## config.mk

```make
export PLATFORM = sky130hd
export DESIGN_NAME = ir_remote_frame_encoder_unit
export DESIGN_NICKNAME = d
export VERILOG_FILES = /design/src/rtl/irfe_pkg.sv /design/src/rtl/ir_remote_frame_encoder_unit.sv
export VERILOG_INCLUDE_DIRS = /design/src /design/src/rtl
export SDC_FILE = /design/constraint.sdc
export NUM_CORES = 1
export LEC_CHECK = 0
export BUFFER_PORTS_ARGS = -buffer_cell sky130_fd_sc_hd__buf_2
export CAP_MARGIN = 20
export CORE_MARGIN = 2
export CORE_UTILIZATION = 49
export DETAILED_ROUTE_END_ITERATION = 6
export PLACE_DENSITY = 0.71
export SLEW_MARGIN = 15
export SYNTH_ARGS = -nofsm -noshare
export SYNTH_HDL_FRONTEND = slang
export SYNTH_SLANG_ARGS = --single-unit
```

## constraint.sdc

```tcl
create_clock -name clk -period 9.92 [get_ports clk]
set_input_delay 0 -clock clk [delete_from_list [all_inputs] [get_ports clk]]
set_output_delay 0 -clock clk [all_outputs]
set_load 0.01 [all_outputs]
```

## src/rtl/ir_remote_frame_encoder_unit_macros.svh

```systemverilog
// ----------------------------------------------------------------------------
// ir_remote_frame_encoder_unit_macros.svh
// Assertion macros for the IR remote frame encoder, empty when SYNTH is set
// ----------------------------------------------------------------------------
`ifndef IR_REMOTE_FRAME_ENCODER_UNIT_MACROS_SVH
`define IR_REMOTE_FRAME_ENCODER_UNIT_MACROS_SVH
`ifndef SYNTH
// same-cycle implication, held off during reset
`define IRFE_ASSERT_IMP(lbl, clk, rst_n, ante, cons) \
  lbl: assert property (@(posedge clk) disable iff (!rst_n) (ante) |-> (cons)) \
    else $error("irfe assertion failed");
// next-cycle implication, held off during reset
`define IRFE_ASSERT_NXT(lbl, clk, rst_n, ante, cons) \
  lbl: assert property (@(posedge clk) disable iff (!rst_n) (ante) |=> (cons)) \
    else $error("irfe assertion failed");
`else
`define IRFE_ASSERT_IMP(lbl, clk, rst_n, ante, cons)
`define IRFE_ASSERT_NXT(lbl, clk, rst_n, ante, cons)
`endif
`endif

```

## src/rtl/irfe_pkg.sv

```systemverilog
// ----------------------------------------------------------------------------
// irfe_pkg
// Types, constants and the key code table of the IR remote frame encoder
// ----------------------------------------------------------------------------
package irfe_pkg;

  // table and length limits
  localparam int TABLE_DEPTH = 128;
  localparam int LEN_BITS    = 8;
  localparam int TABLE_FILL  = 68;

  localparam logic [7:0] LEN_MASK = 8'(((1 << LEN_BITS) - 1) & 255);

  // segment lengths in carrier periods
  localparam logic [7:0] HEAD_ON_LEN  = 8'd96;
  localparam logic [7:0] HEAD_OFF_LEN = 8'd32;
  localparam logic [7:0] RC6_UNIT     = 8'd16;
  localparam logic [7:0] RC6_DOUBLE   = 8'd32;
  localparam logic [7:0] HALF_3010    = 8'd32;

  // special key codes
  localparam logic [7:0] NO_CODE    = 8'hFF;
  localparam logic [6:0] KEY_3010_A = 7'd16;
  localparam logic [6:0] KEY_3010_B = 7'd57;

  // frame geometry
  localparam int         SREG_BITS    = 37;
  localparam logic [5:0] RC6_SYMS     = 6'd38;
  localparam logic [5:0] T3010_SYMS   = 6'd14;
  localparam logic [5:0] RC6_HEAD_IDX = 6'd0;
  localparam logic [5:0] RC6_TOG_IDX  = 6'd5;

  // configuration register indexes
  localparam logic [2:0] REG_MODE_BITS    = 3'd0;
  localparam logic [2:0] REG_SYSTEM_HIGH  = 3'd1;
  localparam logic [2:0] REG_SYSTEM_LOW   = 3'd2;
  localparam logic [2:0] REG_CONTROL_BYTE = 3'd3;
  localparam logic [2:0] REG_USER_CODE    = 3'd4;

  typedef enum logic {
    ST_IDLE,
    ST_SEND
  } irfe_state_t;

  // mask a segment length to the length width
  function automatic logic [7:0] len_mask(input logic [7:0] len);
    return len & LEN_MASK;
  endfunction

  // key code lookup, key 1 is the first table entry
  function automatic logic [7:0] key_code(input logic [6:0] key);
    logic [7:0] code;
    case (key)
      7'd16: code = 8'h0C;
      7'd18: code = 8'h83;
      7'd19: code = 8'h0C;
      7'd21: code = 8'h0D;
      7'd22: code = 8'hCC;
      7'd23: code = 8'hF2;
      7'd25: code = 8'h54;
      7'd26: code = 8'h10;
      7'd27: code = 8'h58;
      7'd28: code = 8'h20;
      7'd30: code = 8'h5A;
      7'd31: code = 8'h5C;
      7'd32: code = 8'h5B;
      7'd33: code = 8'h11;
      7'd34: code = 8'h59;
      7'd36: code = 8'h21;
      7'd37: code = 8'hA9;
      7'd38: code = 8'h6D;
      7'd39: code = 8'h6E;
      7'd40: code = 8'h6F;
      7'd41: code = 8'h70;
      7'd43: code = 8'h4B;
      7'd44: code = 8'hD8;
      7'd45: code = 8'hF3;
      7'd46: code = 8'h84;
      7'd47: code = 8'h0F;
      7'd48: code = 8'h29;
      7'd49: code = 8'h30;
      7'd51: code = 8'h28;
      7'd52: code = 8'h37;
      7'd53: code = 8'h2C;
      7'd54: code = 8'h31;
      7'd55: code = 8'h01;
      7'd56: code = 8'h02;
      7'd57: code = 8'h03;
      7'd58: code = 8'h04;
      7'd60: code = 8'h05;
      7'd61: code = 8'h06;
      7'd62: code = 8'h07;
      7'd63: code = 8'h08;
      7'd64: code = 8'h09;
      7'd65: code = 8'h38;
      7'd66: code = 8'h00;
      7'd67: code = 8'hFB;
      default: code = NO_CODE;
    endcase
    // entries past the table depth or the filled part are unused
    if (int'(key) == 0 || int'(key) - 1 >= TABLE_DEPTH || int'(key) - 1 >= TABLE_FILL) begin
      code = NO_CODE;
    end
    return code;
  endfunction

endpackage

```

## src/rtl/ir_remote_frame_encoder_unit.sv

```systemverilog
// A key loads the state and frame shift register, then its first symbol enters the
// output register. One symbol per cycle while the output is not stalled, from a 37-bit
// frame shift register; the symbol counter sets the length, 38 symbols for RC-6, 14 for 3010.
// A new key is taken as soon as the last symbol of a frame is in the output register.
// Reset: control and configuration registers return to their defaults, toggle and previous key are cleared.
// ----------------------------------------------------------------------------
// ir_remote_frame_encoder_unit
// Turns scanned keys into RC-6 mode 6 or 3010 IR frames, one symbol per transaction
// ----------------------------------------------------------------------------
`include "ir_remote_frame_encoder_unit_macros.svh"

module ir_remote_frame_encoder_unit
  import irfe_pkg::*;
(
  input  logic        clk,
  input  logic        rst_n,
  // key channel
  input  logic        in_valid,
  output logic        in_stall,
  input  logic [6:0]  in_key_index,
  // symbol channel
  output logic        out_valid,
  input  logic        out_stall,
  output logic        out_first_on,
  output logic [7:0]  out_first_len,
  output logic        out_second_on,
  output logic [7:0]  out_second_len,
  output logic        out_last,
  // configuration port
  input  logic        psel,
  input  logic        penable,
  input  logic        pwrite,
  input  logic [4:0]  paddr,
  input  logic [31:0] pwdata,
  output logic [31:0] prdata,
  output logic        pready
);

  // configuration registers
  logic [3:0] mode_bits_r;
  logic [7:0] system_high_r;
  logic [7:0] system_low_r;
  logic [7:0] control_byte_r;
  logic [4:0] user_code_r;

  // key state
  logic [6:0] prev_key_r;
  logic       toggle_r;

  // frame sequencer
  irfe_state_t          state_r, state_nxt;
  logic [SREG_BITS-1:0] sreg_r, sreg_nxt;
  logic [5:0]           sym_idx_r, sym_idx_nxt;
  logic [5:0]           frame_len_r, frame_len_nxt;
  logic                 is3010_r, is3010_nxt;

  // output register
  logic       out_valid_r, out_valid_nxt;
  logic       first_on_r, first_on_nxt;
  logic [7:0] first_len_r, first_len_nxt;
  logic       second_on_r, second_on_nxt;
  logic [7:0] second_len_r, second_len_nxt;
  logic       last_r, last_nxt;

  logic       in_acc;
  logic       emit;
  logic       cfg_wr;
  logic [2:0] cfg_idx;
  logic [7:0] code;
  logic       key_nz;
  logic       key_is3010;
  logic       toggle_nxt;
  logic       bit_cur;
  logic       sym_last;

  // configuration write and read
  assign pready  = 1'b1;
  assign cfg_wr  = psel & penable & pwrite & pready;
  assign cfg_idx = paddr[4:2];

  always_ff @(posedge clk) begin
    if (!rst_n) begin
      mode_bits_r    <= 4'd6;
      system_high_r  <= 8'h80;
      system_low_r   <= 8'h56;
      control_byte_r <= 8'hA7;
      user_code_r    <= 5'd0;
    end else if (cfg_wr) begin
      case (cfg_idx)
        REG_MODE_BITS:    mode_bits_r    <= pwdata[3:0];
        REG_SYSTEM_HIGH:  system_high_r  <= pwdata[7:0];
        REG_SYSTEM_LOW:   system_low_r   <= pwdata[7:0];
        REG_CONTROL_BYTE: control_byte_r <= pwdata[7:0];
        REG_USER_CODE:    user_code_r    <= pwdata[4:0];
        default: ;
      endcase
    end
  end

  always_comb begin
    case (cfg_idx)
      REG_MODE_BITS:    prdata = {28'd0, mode_bits_r};
      REG_SYSTEM_HIGH:  prdata = {24'd0, system_high_r};
      REG_SYSTEM_LOW:   prdata = {24'd0, system_low_r};
      REG_CONTROL_BYTE: prdata = {24'd0, control_byte_r};
      REG_USER_CODE:    prdata = {27'd0, user_code_r};
      default:          prdata = 32'd0;
    endcase
  end

  // key lookup and toggle
  assign in_stall   = (state_r != ST_IDLE);
  assign in_acc     = in_valid & ~in_stall;
  assign code       = key_code(in_key_index);
  assign key_nz     = (in_key_index != 7'd0);
  assign key_is3010 = (in_key_index == KEY_3010_A) || (in_key_index == KEY_3010_B);
  assign toggle_nxt = toggle_r ^ (key_nz && (in_key_index != prev_key_r));

  always_ff @(posedge clk) begin
    if (!rst_n) begin
      prev_key_r <= 7'd0;
      toggle_r   <= 1'b0;
    end else if (in_acc) begin
      prev_key_r <= in_key_index;
      toggle_r   <= toggle_nxt;
    end
  end

  // sequencer: load the frame bits, then one symbol per free output slot
  assign emit     = (state_r == ST_SEND) && (!out_valid_r || !out_stall);
  assign bit_cur  = sreg_r[SREG_BITS-1];
  assign sym_last = (sym_idx_r == frame_len_r - 6'd1);

  always_comb begin
    state_nxt      = state_r;
    sreg_nxt       = sreg_r;
    sym_idx_nxt    = sym_idx_r;
    frame_len_nxt  = frame_len_r;
    is3010_nxt     = is3010_r;
    out_valid_nxt  = out_valid_r & out_stall;
    first_on_nxt   = first_on_r;
    first_len_nxt  = first_len_r;
    second_on_nxt  = second_on_r;
    second_len_nxt = second_len_r;
    last_nxt       = last_r;
    case (state_r)
      ST_IDLE: begin
        if (in_acc && key_nz && code != NO_CODE) begin
          state_nxt   = ST_SEND;
          sym_idx_nxt = 6'd0;
          is3010_nxt  = key_is3010;
          if (key_is3010) begin
            frame_len_nxt = T3010_SYMS;
            sreg_nxt = {2'b11, toggle_nxt, user_code_r, code[5:0], 23'd0};
          end else begin
            frame_len_nxt = RC6_SYMS;
            sreg_nxt = {mode_bits_r, toggle_nxt, system_high_r, system_low_r,
                        control_byte_r, code};
          end
        end
      end
      ST_SEND: begin
        if (emit) begin
          out_valid_nxt = 1'b1;
          last_nxt      = sym_last;
          sym_idx_nxt   = sym_idx_r + 6'd1;
          // every symbol but the rc-6 head consumes one frame bit
          if (is3010_r || sym_idx_r != RC6_HEAD_IDX) begin
            sreg_nxt = {sreg_r[SREG_BITS-2:0], 1'b0};
          end
          if (is3010_r) begin
            first_on_nxt   = ~bit_cur;
            first_len_nxt  = len_mask(HALF_3010);
            second_on_nxt  = bit_cur;
            second_len_nxt = len_mask(HALF_3010);
          end else if (sym_idx_r == RC6_HEAD_IDX) begin
            first_on_nxt   = 1'b1;
            first_len_nxt  = len_mask(HEAD_ON_LEN);
            second_on_nxt  = 1'b0;
            second_len_nxt = len_mask(HEAD_OFF_LEN);
          end else if (sym_idx_r == RC6_TOG_IDX) begin
            first_on_nxt   = bit_cur;
            first_len_nxt  = len_mask(RC6_DOUBLE);
            second_on_nxt  = ~bit_cur;
            second_len_nxt = len_mask(RC6_DOUBLE);
          end else begin
            first_on_nxt   = bit_cur;
            first_len_nxt  = len_mask(RC6_UNIT);
            second_on_nxt  = ~bit_cur;
            second_len_nxt = len_mask(RC6_UNIT);
          end
          if (sym_last) begin
            state_nxt = ST_IDLE;
          end
        end
      end
      default: state_nxt = ST_IDLE;
    endcase
  end

  // control registers
  always_ff @(posedge clk) begin
    if (!rst_n) begin
      state_r     <= ST_IDLE;
      sym_idx_r   <= 6'd0;
      frame_len_r <= RC6_SYMS;
      is3010_r    <= 1'b0;
      out_valid_r <= 1'b0;
    end else begin
      state_r     <= state_nxt;
      sym_idx_r   <= sym_idx_nxt;
      frame_len_r <= frame_len_nxt;
      is3010_r    <= is3010_nxt;
      out_valid_r <= out_valid_nxt;
    end
  end

  // payload registers
  always_ff @(posedge clk) begin
    sreg_r       <= sreg_nxt;
    first_on_r   <= first_on_nxt;
    first_len_r  <= first_len_nxt;
    second_on_r  <= second_on_nxt;
    second_len_r <= second_len_nxt;
    last_r       <= last_nxt;
  end

  assign out_valid      = out_valid_r;
  assign out_first_on   = first_on_r;
  assign out_first_len  = first_len_r;
  assign out_second_on  = second_on_r;
  assign out_second_len = second_len_r;
  assign out_last       = last_r;

  // checks
  `IRFE_ASSERT_IMP(a_idx_in_frame, clk, rst_n, state_r == ST_SEND, sym_idx_r < frame_len_r)
  `IRFE_ASSERT_NXT(a_last_ends_frame, clk, rst_n, emit && sym_last, state_r == ST_IDLE && out_last)
  `IRFE_ASSERT_NXT(a_toggle_on_key, clk, rst_n, !in_acc, $stable(toggle_r) && $stable(prev_key_r))
  `IRFE_ASSERT_IMP(a_frame_len, clk, rst_n, state_r == ST_SEND && !is3010_r, frame_len_r == RC6_SYMS)

endmodule

```

==> Word-level counts from Yosys, hierarchy flattened <==
Memories as Yosys holds them, arrays and structs flattened.
Cells that the tools add are included.
{ "word_totals": {"register_bits": 112, "mem_bits_ro": 1024, "out_inout_bits": 54, "word_cells": 94, "memories": 1} }
{ "memory_table": {"columns": ["memory", "depth", "width", "read_ports", "rd_ports_with_merged_regs", "wr", "line_no", "rtl"], "rows": [
  ["(no name shown)", 128, 8, 1, 0, 0, "irfe_pkg.sv:53", "case (key)"]
]} }
{ "classes": {"n_addsub": 3, "order_cmp": 2, "n_eq_ne": 13, "mux": 23, "bitwise": 7, "n_reduce_logical": 26} }
{ "ops": {"columns": ["cell", "count"], "rows": [
  ["two-way mux 37 bit", 4],
  ["case mux 37 bit (2 select lines)", 1],
  ["case mux 8 bit (5 select lines)", 1],
  ["two-way mux 6 bit", 4],
  ["AND reduction 2 bit", 8],
  ["case mux 6 bit (2 select lines)", 1],
  ["greater-or-equal comparator 8 x 9 -> 1 bit, second input constant", 1],
  ["two-way mux 1 bit", 9],
  ["greater-or-equal comparator 8 bit, second input constant", 1],
  ["two-way mux 8 bit", 1],
  ["inequality test 8 bit, second input constant", 1],
  ["subtractor 7 x 1 -> 8 bit, second input constant", 1],
  ["equality test 7 x 5 -> 1 bit, second input constant", 1],
  ["equality test 7 x 6 -> 1 bit, second input constant", 1],
  ["logical NOT 7 bit", 1],
  ["two-way mux 7 bit", 1],
  ["inequality test 7 bit", 1],
  ["nonzero test 7 bit", 1],
  ["adder 6 x 1 -> 6 bit, second input constant", 1],
  ["equality test 3 x 2 -> 1 bit, second input constant", 2],
  ["equality test 6 x 3 -> 1 bit, second input constant", 1],
  ["equality test 6 bit", 1],
  ["logical NOT 6 bit", 1],
  ["inequality test 2 x 1 -> 1 bit, second input constant", 3],
  ["14 further kinds", 26]
]} }

==> Depth between registers and ports, before layout <==
Gate-level depths: netlist of the first run.
{ "logic_depth": {"word_depth": 9, "ltp_mapped": 11} }

==> Least setup slack after synthesis of the first run <==
No wires, ideal clock.
{ "synth_timing": {"path_kind": "input -> register", "startpoint": "input port in_key_index[1]", "endpoint": "register sreg_r[0], enable pin", "setup_time_ps": 439, "arrival_time_ps": 3225, "setup_slack_ps": 6256, "stages": 11, "path_buffers": 2, "cell_sequence": "clkbuf_1 > inv_1 > ha_1 > clkbuf_1 > mux4_2 > nand2_1 > o211ai_1 > nand2_1 > o31ai_1 > a311oi_4 > o21bai_1"} }
{ "synth_between": {"elab_chain_len": 9, "word_cells_on_any_way": 14, "classes_between": "add/sub: 1; order compare: 2; eq/ne: 2; mux: 1; reduce/logical: 7; memory: 1"} }
{ "synth_rtl": {"columns": ["element", "line_no", "rtl"], "rows": [
  ["start, declared", "ir_remote_frame_encoder_unit.sv:20", "input logic [6:0] in_key_index,"],
  ["subtractor 7 x 1 -> 8 bit", "irfe_pkg.sv:101", "if (int'(key) == 0 || int'(key) - 1 >= TABLE_DEPTH || int'(key) - 1 >= TABLE_FILL) begin"],
  ["greater-or-equal comparator 8 x 9 -> 1 bit", "irfe_pkg.sv:101", null],
  ["logical OR 1 bit (2 in a row)", "irfe_pkg.sv:101", null],
  ["two-way mux 8 bit", "irfe_pkg.sv:101", null],
  ["inequality test 8 bit", "ir_remote_frame_encoder_unit.sv:148", "if (in_acc && key_nz && code != NO_CODE) begin"],
  ["logical AND 1 bit (*)", "ir_remote_frame_encoder_unit.sv:148", null],
  ["inequality test 2 x 1 -> 1 bit (no line) (*)", null, null],
  ["AND reduction 3 bit (no line) (*)", null, null],
  ["end signal, assigned", "ir_remote_frame_encoder_unit.sv:220", "sreg_r <= sreg_nxt;"],
  ["end, declared", "ir_remote_frame_encoder_unit.sv:52", "logic [SREG_BITS-1:0] sreg_r, sreg_nxt;"]
]} }
Every way passes the cells marked *; elsewhere a longest branch is shown, timed or not.
A chain may end at the register's enable or synchronous reset.

==> Final worst setup path of the first run <==
{ "layout_timing": {"startpoint": "input port in_key_index[1]", "endpoint": "register sreg_r[31], enable pin"} }
The elaborated chain is that of the path after synthesis.

==> flow_metrics.env, run 1 <==
export IMPL_synth_seq_area_share=0.400
export IMPL_drt_pass1_iterations=5
export IMPL_fin_tns_setup_ns=0
export IMPL_p_int_uw=654
export IMPL_ys_flop_type="dfxtp_1"
export IMPL_core_mm2=0.0115
export IMPL_drt_initial_drc_count=495
export IMPL_post_route_period_util=0.322
export IMPL_outcome="completed"
export IMPL_critPathLaunchType="input port"
export IMPL_cts_tree="built"
export IMPL_maxCapViolations=0
export IMPL_antenna_left=0
export IMPL_area_delta_synth_final_pct=7.70
export IMPL_cts_sinks=94
export IMPL_cp_end_kind="flop"
export IMPL_leakagePower_nw=2.37
export IMPL_clkSlewWorstSetupHoldPaths_ns=0.07
export IMPL_synth_edf_count=43
export IMPL_crit_fanout=37
export IMPL_wl_per_cell_um=15.6
export IMPL_clkLatencyLatePin_ns=0.34
export IMPL_grt_usage=0.204
export IMPL_portBuffers=42
export IMPL_worstPathArrival_ns=3.16
export IMPL_cts_root_buf="clkbuf_16"
export IMPL_rsz0062_at_grt="no"
export IMPL_postSynthAreaPerCell_um2=8.84
export IMPL_post_cts_setup_buffers=0
export IMPL_htree_levels=3
export IMPL_slowest_stage="o21bai_4"
export IMPL_yosys_top_cells_area="edfxtp_1, dfxtp_1, nand2_1"
export IMPL_dp_hpwl_mm=8.70
export IMPL_whs_ns=0.0368
export IMPL_ir_worst_vdd_mv=0.115
export IMPL_stdcell_count=817
export IMPL_die_h_um=113
export IMPL_async_flop_share=0
export IMPL_final_layout_size_suffix_gt1_frac=0.125
export IMPL_numCtsBuffers=9
export IMPL_cp_top_family="compound AO/OA/AOI/OAI gates"
export IMPL_slew_headroom=0.292
export IMPL_yosysTopAreaCellShare=0.223
export IMPL_r2r_cells=3
export IMPL_grt_overflow_total=0
export IMPL_hold_class="in -> reg"
export IMPL_hold_viol=0
export IMPL_finalMaxSlewViolations=0
export IMPL_post_place_cells=792
export IMPL_syn_inst=654
export IMPL_worstSetupPathType="in -> reg"
export IMPL_rows=39
export IMPL_grt_pass1_vias=4094
export IMPL_post_synth_top_area_cell="edfxtp_1"
export IMPL_grt_max_degree=80
export IMPL_design_die_area_mm2=0.0127
export IMPL_synth_seq_cells=94
export IMPL_skew_ns=0.0109
export IMPL_finalSetupViolCount=0
export IMPL_cp_num_buf_inv=2
export IMPL_globalRouteMet1Util=0.296
export IMPL_worstMarginPinSlew_ns=1.06
export IMPL_max_freq_mhz=313
export IMPL_crit_path_max_incr_delay_ns=0.51
export IMPL_antenna_cells=0
export IMPL_power_density_mw_per_mm2=145
export IMPL_io_pins=105
export IMPL_worstPathCellList="buf_2 -> inv_1 -> ha_1 -> nor2b_1 -> or2_2 -> a311oi_1 -> nand2_1 -> o31ai_1 -> a311oi_4 -> o21bai_4"
export IMPL_yosys_warnings=0
export IMPL_antenna_found_initial=0
export IMPL_nets=733
export IMPL_period_needed_ns=3.20
export IMPL_power_share_combinational=0.153
export IMPL_switching_share=0.277
export IMPL_ctsResizeCount=0
export IMPL_grt_busiest_layer="met2"
export IMPL_crit_required_ns=9.88
export IMPL_p_sw_uw=251
export IMPL_initial_core_util=0.504
export IMPL_syn_area_mm2=0.00578
export IMPL_vias_per_cell=5.46
export IMPL_holdPathStages=3
export IMPL_grt_pass1_wl_mm=20.9
export IMPL_routabilityCongestion=0.894
export IMPL_wirelength_mm=12.7
export IMPL_grt_use_met3=0.0367
export IMPL_p_clk_frac=0.364
export IMPL_ys_types=62
export IMPL_die_x_um=113
export IMPL_cp_depth=10
export IMPL_drc=0
export IMPL_num_vias=4459
export IMPL_cts_max_path_buffers=2
export IMPL_sequentialPowerShare=0.483
export IMPL_total_power_uw=905
export IMPL_use_met2=0.322
logic make-up after synthesis:
group / Yosys count / synth area share
and+or+nand+nor: 248 / 0.206
AOI/OAI and AO/OA: 135 / 0.149
buffers and inverters: 97 / 0.0928
DFF: 94 / 0.400
muxes: 51 / 0.101
xor gates and xnor gates: 14 / 0.0212
adders and majority gates: 13 / 0.0281
other: 2 / 0.00130
worst paths after layout:
kind	end	from	slack (ns)
worst max register to register	sreg_r[31]$_DFFE_PP_	in_stall$_SDFF_PN0_	7.39
worst max-delay path	sreg_r[31]$_DFFE_PP_	in_key_index[1]	6.72
worst min-delay path	system_low_r[3]$_SDFFE_PN0P_	pwdata[3]	0.04
worst min register to register	prev_key_r[6]$_SDFFE_PN0P_	prev_key_r[6]$_SDFFE_PN0P_	0.48
placed cells by master (no fill, tap or decap), types with 5 or more instances in the layout:
cell type and n:
a21boi_0 13, a21oi_1 25, buf_2 42, clkbuf_16 9, conb_1 36, dfxtp_1 50, dlygate4sd3_1 8, edfxtp_1 43
ha_1 13, inv_1 14, mux2_2 5, mux2i_1 40, mux4_2 5, nand2_1 120, nand2b_1 10, nand3_1 18
nand4_1 5, nor2_1 30, nor2b_1 34, nor3_1 7, o21ai_0 51, o22ai_1 6, xnor2_1 11
per-stage QoR:
stage          area [µm²]   util  setup WS (ns)
2_1_floorplan        5910      -           6.26
3_3_place_gp         5840  0.509           6.47
3_5_place_dp         5840  0.509           6.41
4_1_cts              6220  0.542           6.78
5_1_grt              6230  0.543           6.45
6_report             6230  0.543           6.72
cell type report:
cell class,instances,area [µm²]
clock buffer,9,225
timing repair buffer,53,317
fill,1014,5240
tap,143,179
multi-input combinational,497,3070
sequential,94,2310
clock inverter,7,68.8
inverter,14,52.6
sequential cells by signal, indices dropped and copies added (netlist names):
register,cells
sreg_r,37
out_first_len,3
out_second_on,1
mode_bits_r,4
out_first_on,1
prev_key_r,7
control_byte_r,8
out_last,1
system_low_r,8
system_high_r,8
frame_len_r,2
out_valid,1
in_stall,1
sym_idx_r,6
toggle_r,1
user_code_r,5
power by group through the flow:
stage | Sequential [mW] | Clock (mW) | Combinational (mW)
detailed placement | 0.446 | 0 | 0.135
global placement | 0.445 | 0 | 0.132
global route | 0.439 | 0.352 | 0.154
CTS | 0.437 | 0.338 | 0.138
floorplan | 0.445 | 0 | 0.112
finish | 0.437 | 0.329 | 0.139
timing repair:
item,in CTS,in global routing
hold endpoints to repair,17,0
hold buffers,8,0
setup endpoints to repair,0,0
cells in the mapped netlist (all sizes together), types with 5 or more instances:
cell type  number
nand2         120
buf            53
dfxtp          51
o21ai          51
edfxtp         43
mux2i          40
nor2b          34
clkbuf         30
nor2           30
a21oi          25
nand3          18
inv            14
a21boi         13
ha             13
xnor2          11
nand2b         10
nor3            8
mux2            6
o22ai           6
a311oi          5
mux4            5
nand4           5
per-layer routing:
metal  vias to the layer above  routed length, µm
met1                      2070               5980
li1                       2237                  -
met3                        11                629
met2                       141               5980
met5                         -                  0
met4                         0                125
worst reg2reg max path: stages, from the launching register on:
cell and delay [ns]:
dfxtp_2 0.36, buf_4 0.54, nand2_1 0.31, o21bai_4 0.92
No activity file was read; power rests on OpenSTA's default activity.
==> inputs of run 2 (changes only) <==
ABC_AREA = 1   (was unset)
clock period = 3.15 ns   (was 9.92 ns; I/O delays follow)
==> flow_metrics.env, run 2 <==
export IMPL_hold_class="in -> reg"
export IMPL_synth_top_cells_by_count="nand2_1, nor2_1, nand3_1"
export IMPL_period_needed_ns=2.36
export IMPL_syn_inst=720
export IMPL_final_cell_mix="nand2_1, nor2_1, nand3_1, inv_1, dfxtp_1"
export IMPL_async_flop_share=0
export IMPL_whs_ns=0.113
export IMPL_dp_hpwl_mm=9.55
export IMPL_drt_initial_drc_count=456
export IMPL_htree_levels=3
export IMPL_numCtsBuffers=9
export IMPL_clkLatencyLatePin_ns=0.37
export IMPL_postCtsHoldBufs=9
export IMPL_grt_overflow_total=0
export IMPL_wl_per_cell_um=14.7
export IMPL_io_pins=105
export IMPL_nFillCells=1021
export IMPL_antenna_left=0
export IMPL_post_synth_top_area_cell="edfxtp_1"
export IMPL_post_cts_setup_buffers=0
export IMPL_area_delta_synth_final_pct=8.42
export IMPL_finalSetupViolCount=0
export IMPL_num_vias=4879
export IMPL_antenna_found_initial=0
export IMPL_cp_num_buf_inv=3
export IMPL_crit_path_max_incr_delay_ns=0.32
export IMPL_synth_seq_area_share=0.422
export IMPL_ir_worst_vdd_mv=0.244
export IMPL_synth_edf_count=43
export IMPL_clkSlewWorstSetupHoldPaths_ns=0.09
export IMPL_maxCapViolations=0
export IMPL_worstPathArrival_ns=2.42
export IMPL_yosysTopAreaCellShare=0.236
export IMPL_finalMaxSlewViolations=0
export IMPL_design_die_area_mm2=0.0120
export IMPL_grt_pass1_vias=4368
export IMPL_core_mm2=0.0109
export IMPL_worstSetupPathType="in -> reg"
export IMPL_slowest_stage="ha_1"
export IMPL_cts_tree="built"
export IMPL_grt_max_degree=45
export IMPL_rsz0062_at_grt="no"
export IMPL_leakagePower_nw=2.66
export IMPL_synth_seq_cells=94
export IMPL_crit_required_ns=3.21
export IMPL_post_route_period_util=0.748
export IMPL_cts_max_path_buffers=2
export IMPL_stdcell_count=905
export IMPL_cts_sinks=94
export IMPL_yosysMostFrequentCell="nand2_1"
export IMPL_vias_per_cell=5.39
export IMPL_die_h_um=110
export IMPL_nets=824
export IMPL_critPathLaunchType="input port"
export IMPL_outcome="completed"
export IMPL_setup_ws_ns=0.794
export IMPL_grt_usage=0.229
export IMPL_largest_reg_flops=37
export IMPL_postLayoutCoreUtil=0.546
export IMPL_slew_headroom=0.530
export IMPL_postSynthAreaPerCell_um2=7.61
export IMPL_grt_pass1_wl_mm=21.6
export IMPL_hold_viol=0
export IMPL_portBuffers=42
export IMPL_wirelength_mm=13.3
export IMPL_cp_end_kind="flop"
export IMPL_syn_area_mm2=0.00548
export IMPL_skew_ns=0.0156
export IMPL_post_place_cells=880
export IMPL_cts_root_buf="clkbuf_8"
export IMPL_drt_pass1_iterations=5
export IMPL_antenna_cells=0
export IMPL_ys_flop_type="dfxtp_1"
export IMPL_yosys_top_cells_area="edfxtp_1, dfxtp_1, nand2_1"
export IMPL_crit_fanout=37
export IMPL_die_x_um=110
export IMPL_ctsResizeCount=0
export IMPL_cp_top_family="simple AND/OR/NAND/NOR gates"
export IMPL_place_ws_ns=0.426
export IMPL_max_flop_register="sreg_r"
export IMPL_final_layout_size_suffix_gt1_frac=0.106
export IMPL_yosys_warnings=0
export IMPL_fin_tns_setup_ns=0
export IMPL_initial_core_util=0.503
export IMPL_worstMarginPinSlew_ns=0.704
export IMPL_final_common_cell="nand2_1"
export IMPL_worstPathCellList="buf_2 -> inv_2 -> ha_1 -> ha_1 -> nand3b_1 -> nor2_2 -> nor2_1 -> nor2_1 -> nand2_1 -> nand2_1 -> nor2_1 -> nand2_1 -> nand2_2 -> a21oi_4 -> buf_12"
export IMPL_routabilityCongestion=0.945
export IMPL_max_freq_mhz=424
export IMPL_power_density_mw_per_mm2=474
export IMPL_ys_types=39
export IMPL_drc=0
export IMPL_rows=38
## run 2: changes by cell type after synthesis, moves of 13 or more
cell / previous run / this run
a21oi_1: 25 / 39
nor2_1: 30 / 69
mux2i_1: 40 / 0
clkbuf_1: 30 / 14
a21boi_0: 13 / 0
inv_1: 14 / 59
nand2_1: 120 / 182
nor2b_1: 34 / 0
nand3_1: 18 / 61
## run 2: path summary, 6_finish.rpt
path / start / endpoint / slack (ns) / cells after the start
worst max-delay path: in_key_index[0] / sreg_r[33]$_DFFE_PP_ / 0.79 / 15
worst min-delay path: in_valid / frame_len_r[5]$_SDFFE_PN1P_ / 0.11 / 5
worst max register to register: in_stall$_SDFF_PN0_ / sreg_r[23]$_DFFE_PP_ / 1.29 / 5
worst min register to register: frame_len_r[5]$_SDFFE_PN1P_ / frame_len_r[5]$_SDFFE_PN1P_ / 0.50 / 2
## run 2: final cells by class
cell class | instances | area, µm² | area share
Tap cell | 140 | 175 | 0.0295
Clock inverter | 5 | 40.0 | 0.00674
Inverter | 65 | 244 | 0.0411
Multi-Input combinational cell | 531 | 2630 | 0.442
Sequential cell | 94 | 2310 | 0.389
Timing Repair Buffer | 59 | 373 | 0.0627
Clock buffer | 11 | 174 | 0.0293
## run 2: stage by stage
| stage | total power, mW | area (µm²) |
|---|---|---|
| finish | 2.82 | 5940 |
| global route | 2.95 | 5940 |
| CTS | 2.82 | 5940 |
| detailed placement | 1.98 | 5640 |
| global placement | 1.97 | 5640 |
| floorplan | 1.87 | 5610 |
## run 2: per-layer routing
metal  GRT usage  share of wire  vias to the layer above
li1            -              -                     2399
met1       0.325           0.45                     2280
met2       0.352           0.46                      183
met3      0.0504          0.076                       17
met4      0.0651          0.013                        0
met5           0              0                        -
## run 2: report_power, final
part	internal (mW)	switching, mW	leakage [nW]	total [mW]
clock	0.394	0.457	0.113	0.851
combinational	0.169	0.352	1.73	0.521
sequential	1.41	0.0367	0.814	1.44
## run 2: kinds of logic (layout without fill, tap and decap cells)
family | after synthesis | after routing | synth area share
other | 2 | 36 | 0.00137
AO/OA/AOI/OAI | 133 | 133 | 0.146
adder cells (fa/ha/maj) | 13 | 13 | 0.0297
buffers and inverters | 129 | 140 | 0.125
AND/OR/NAND/NOR | 335 | 335 | 0.254
XOR/XNOR | 14 | 14 | 0.0224
flip-flops | 94 | 94 | 0.422
## run 2: worst min-delay path, cell delays in order
cell,delay (ns)
buf_2,0.10
nand2_1,0.08
nor2_1,0.07
nand3_1,0.10
nand3_1,0.08
